`src/rtl/core/tee_ram.sv`:
```
// ----------------------------------------------------------------------------
// tee_ram
// Single-port synchronous RAM with a registered read port.
// ----------------------------------------------------------------------------
module tee_ram #(
    parameter int AW = 8,
    parameter int DW = 8
) (
    input  logic          clk,
    input  logic          we,
    input  logic [AW-1:0] addr,
    input  logic [DW-1:0] wdata,
    output logic [DW-1:0] rdata
);

    logic [DW-1:0] mem [0:(1 << AW)-1];

    always_ff @(posedge clk)
    begin
        if (we)
        begin
            mem[addr] <= wdata;
        end
        rdata <= mem[addr];
    end

endmodule

```
`config.mk`:
```
export PLATFORM = sky130hd
export DESIGN_NAME = tee_ram
export DESIGN_NICKNAME = d
export VERILOG_FILES = /design/src/rtl/core/tee_ram.sv
export SDC_FILE = /design/constraint.sdc
export NUM_CORES = 2
export LEC_CHECK = 0
export ABC_AREA = 1
export ABC_CLOCK_PERIOD_IN_PS = 2400
export BUFFER_PORTS_ARGS = -buffer_cell sky130_fd_sc_hd__buf_4
export CAP_MARGIN = 20
export CORE_MARGIN = 2
export CORE_UTILIZATION = 25
export CTS_BUF_LIST = sky130_fd_sc_hd__clkbuf_4
export CTS_CLUSTER_DIAMETER = 100
export DETAILED_ROUTE_END_ITERATION = 7
export HOLD_SLACK_MARGIN = 0.12
export PLACE_DENSITY = 0.47
export RECOVER_POWER = 100
export SLEW_MARGIN = 20
export SYNTH_ARGS = -nofsm -noshare
export SYNTH_HDL_FRONTEND = slang
export SYNTH_SLANG_ARGS = --single-unit
```
`constraint.sdc`:
```
create_clock -name clk -period 2.4 [get_ports clk]
set_input_delay 0.12 -clock clk [delete_from_list [all_inputs] [get_ports clk]]
set_output_delay 0.12 -clock clk [all_outputs]
set_load 0.01 [all_outputs]
```
==> impl_results.md <==
- Status: finished with violations
- Failing checks: capacitance limit, slew limit, setup timing
- Number of cells in the finished layout apart from fillers: about 14000
- Post-synth top area cell: edfxtp_1
- Post-synthesis sequential area ratio: 0.727
- Worst Hold Class: primary input to flop
- Row cnt: 213
- Yosys warns: 0
- WL/cell: approximately 20 um
- Synthesized flop and latch total: between 2000 and 2500
- CTS Buffer Depth: 4
- Max_slew headroom: -0.500
- Critical Path, Cell by Cell: dlygate4sd3_1 > buf_8 > clkbuf_1 > clkbuf_1 > nor2_1 > inv_1 > nor2_1 > nand2_2 > clkbuf_2 > nor2_1 > buf_4
- Hold wc startpoint: addr[0]
- Synth Instances: around 8000
- Peak supply drop: approximately 390 uV
- Core ar.: between 0.3 and 0.4 mm^2
- Bufs and invs on worst path: 7
- Dpl ws: -0.499 ns
- Clk_lat worst skew: 1.36 ns
- RR Startpoint: mem[150][6]
- PnR worst setup slack: -0.0531 ns
- Reg2reg end: rdata[6]
- Final setup fails: around 120
- Total Power: 77.2 mW
- Global Route met2 Usage: 0.249
- Dpl hpwl: around 170000 um
- Share of the synthesized area in the top cell type: 0.725
- Antenna violations before repair: 20
- Cells after DPL: 12744
- Most used cell along the critical path: nor2_1
- Grt ovf: 0
- Fillers: roughly 35000
- H-tree depth: 6
- CP top delay family: buffers and inverters
- Worst Hold Path EP: rdata[6]
- Die Y-Extent: between 500 and 600 um
- CTS buffer count: just under 600
- Area of the multi-input gates: approximately 0.021 mm^2
- Mapped Area: roughly 0.085 mm^2
- Hold Violations, Final: 0
- Area Growth Syn to Fin: 19.9%
- Cell count along the critical path: 11
- Arrival time at the worst endpoint: approximately 3.5 ns
- Period utilization: 1.02
- # clock sinks: 2056
- Post-route ant nets: 0
- WL final: around 270000 um
- Slowest stage delay, CP: about 0.96 ns
- First-pass DRT Iterations: 5
- GRT Util Overall: 0.153
- RSZ-0062 raised after global routing: no
- Placer congestion estimate: approximately 0.83
- Critical path type: primary input to flop
- CTS tree: done
- Actual slew at the worst max-slew pin: between 2 and 2.5 ns
- Share of cells above drive strength 1: 0.154
- Largest net degree at the start of global routing: 97
- Worst r2r path cells: 14
- Worst hold margin: 0.260 ns
- Worst Hold Path Cells: 16
- LEAKAGE: between 40 and 50 nW
- Worst Setup End Kind: flop
- Critical path's slowest cell: clkbuf_2
- CTS root buf: clkbuf_4
- Worst-path clk slew: 0.06 ns
- Avg Cell Area, Syn: about 11 um^2
- Global-route wire length before repair: between 300000 and 400000 um
- Starting Density: 0.252
- Register area: between 0.06 and 0.07 mm^2
- Met3 usage: 0.0255
- Drc violations: 0
- Number of global-route vias before repair: ~60000
- DIE WIDTH: about 590 um
- DR iter-0 viols: between 4000 and 5000
- Worst clock skew: ~0.10 ns
- # nets final: ~9000
- Worst-path maximum fanout: 13
- Post-synth cell types: 18
- Vias per std cell: 4.35
- Vias: between 50000 and 60000
- Slew Limit Fails: 232
- GR Layer Usage met1: 0.206
- PortBufs: 25
- Power per Cell Area: around 760 mW/mm^2
- Critical Path RT: 3.49 ns
- Finished Cell Area: 0.102 mm^2
- Max_cap viols: 4
- Net Count, Synth: about 8000
- DP Area: ~0.095 mm^2
- Top post-synthesis cells by area: edfxtp_1 (72%), nand2_1 (21%), nor2_1 (1.6%)
- Fmax: between 400 and 500 MHz
- # IOs: 26
- Die ar.: ~0.34 mm^2
- R2R Setup Slk: approximately 0.080 ns
- Period minus WS final: 2.45 ns
- Top Usage Layer GRT: met2
- Crit path launch type: primary input
## cell usage in the layout, fill, tap and decap left out, drive strengths merged
| master | n |
|---|---|
| a21oi | 32 |
| buf | 366 |
| bufinv | 14 |
| clkbuf | 1114 |
| clkdlybuf4s25 | 1 |
| clkinv | 108 |
| clkinvlp | 5 |
| dfxtp | 8 |
| diode | 14 |
| dlygate4sd3 | 42 |
| edfxtp | 2048 |
| inv | 42 |
| nand2 | 4771 |
| nand3 | 188 |
| nor2 | 362 |
| o21ai | 160 |
## timing repair
item	CTS	global route
setup buffers	0	2
cloned	0	1
hold buffers	50	0
endpoints found under the setup margin	5	11
hold endpoints to repair	4104	0
gates resized for setup	5	8
## worst max path at each step
stage | start | endpoint | slack (ns)
floorplan | addr[1] | mem[234][0] | 0.44
global placement | addr[0] | rdata[0] | -0.51
detailed placement | addr[0] | rdata[0] | -0.50
CTS | addr[4] | mem[184][1] | 0.02
global route | mem[41][1] | rdata[1] | 0.009
finish | addr[1] | mem[4][1] | -0.05
## tightest hold or removal path, stage by stage
cell and delay [ns]:
buf_8 0.10, buf_12 0.13, buf_12 0.22, nand2_1 0.08, nand2_1 0.06, nand2_1 0.04, nand2_1 0.05, nand2_1 0.04
nand2_1 0.07, o21ai_1 0.13, nand2_1 0.07, nor2_1 0.04, nor2_1 0.08, buf_4 0.16, nor2_2 0.09, nand2_1 0.06
## logic make-up after synthesis
kind of cell    count (synthesis)  share of synthesized area
compound gates                192                     0.0113
buf+inv                       452                     0.0236
flops                        2056                      0.727
simple gates                 5321                      0.238
## power breakdown
part	internal (mW)	switching, mW	total (mW)
clock	17.6	14.9	32.4
combinational	1.39	3.68	5.07
sequential	39.6	0.0718	39.7
## synthesized netlist by cell type
cell	count
a21oi_1	32
buf_1	52
buf_2	182
buf_4	6
buf_6	7
clkbuf_1	170
dfxtp_1	8
edfxtp_1	2048
inv_1	31
inv_2	2
inv_4	2
nand2_1	4770
nand2_4	1
nand3_1	188
nor2_1	361
nor2_8	1
o21ai_0	41
o21ai_1	119
## routing by layer
layer  wire length [um]  vias up
met5                 41        -
met4               7200        6
met3              14600      454
met2             127000     1779
met1             122000    29214
li1                   -    28468
## cell type report
type / count / share of cell area
inverters: 35 / 0.00165
diodes: 14 / 0.000344
well taps: 4515 / 0.0555
multi-input cells: 5513 / 0.209
flip-flops and latches: 2056 / 0.606
clock inverters: 134 / 0.00909
repair buffers: 677 / 0.0562
clock buffers: 846 / 0.0624
## per-stage QoR
step                utilization  TNS, ns
floorplan                     -        0
global placement          0.282   -18.27
detailed placement        0.282   -22.69
CTS                       0.305        0
global route              0.302        0
finish                    0.302    -2.31
## sequential cells by signal, summed over array words and instances, names as in the netlist
name,count
mem,2048
rdata,8
(Power assumes the default switching activity.)
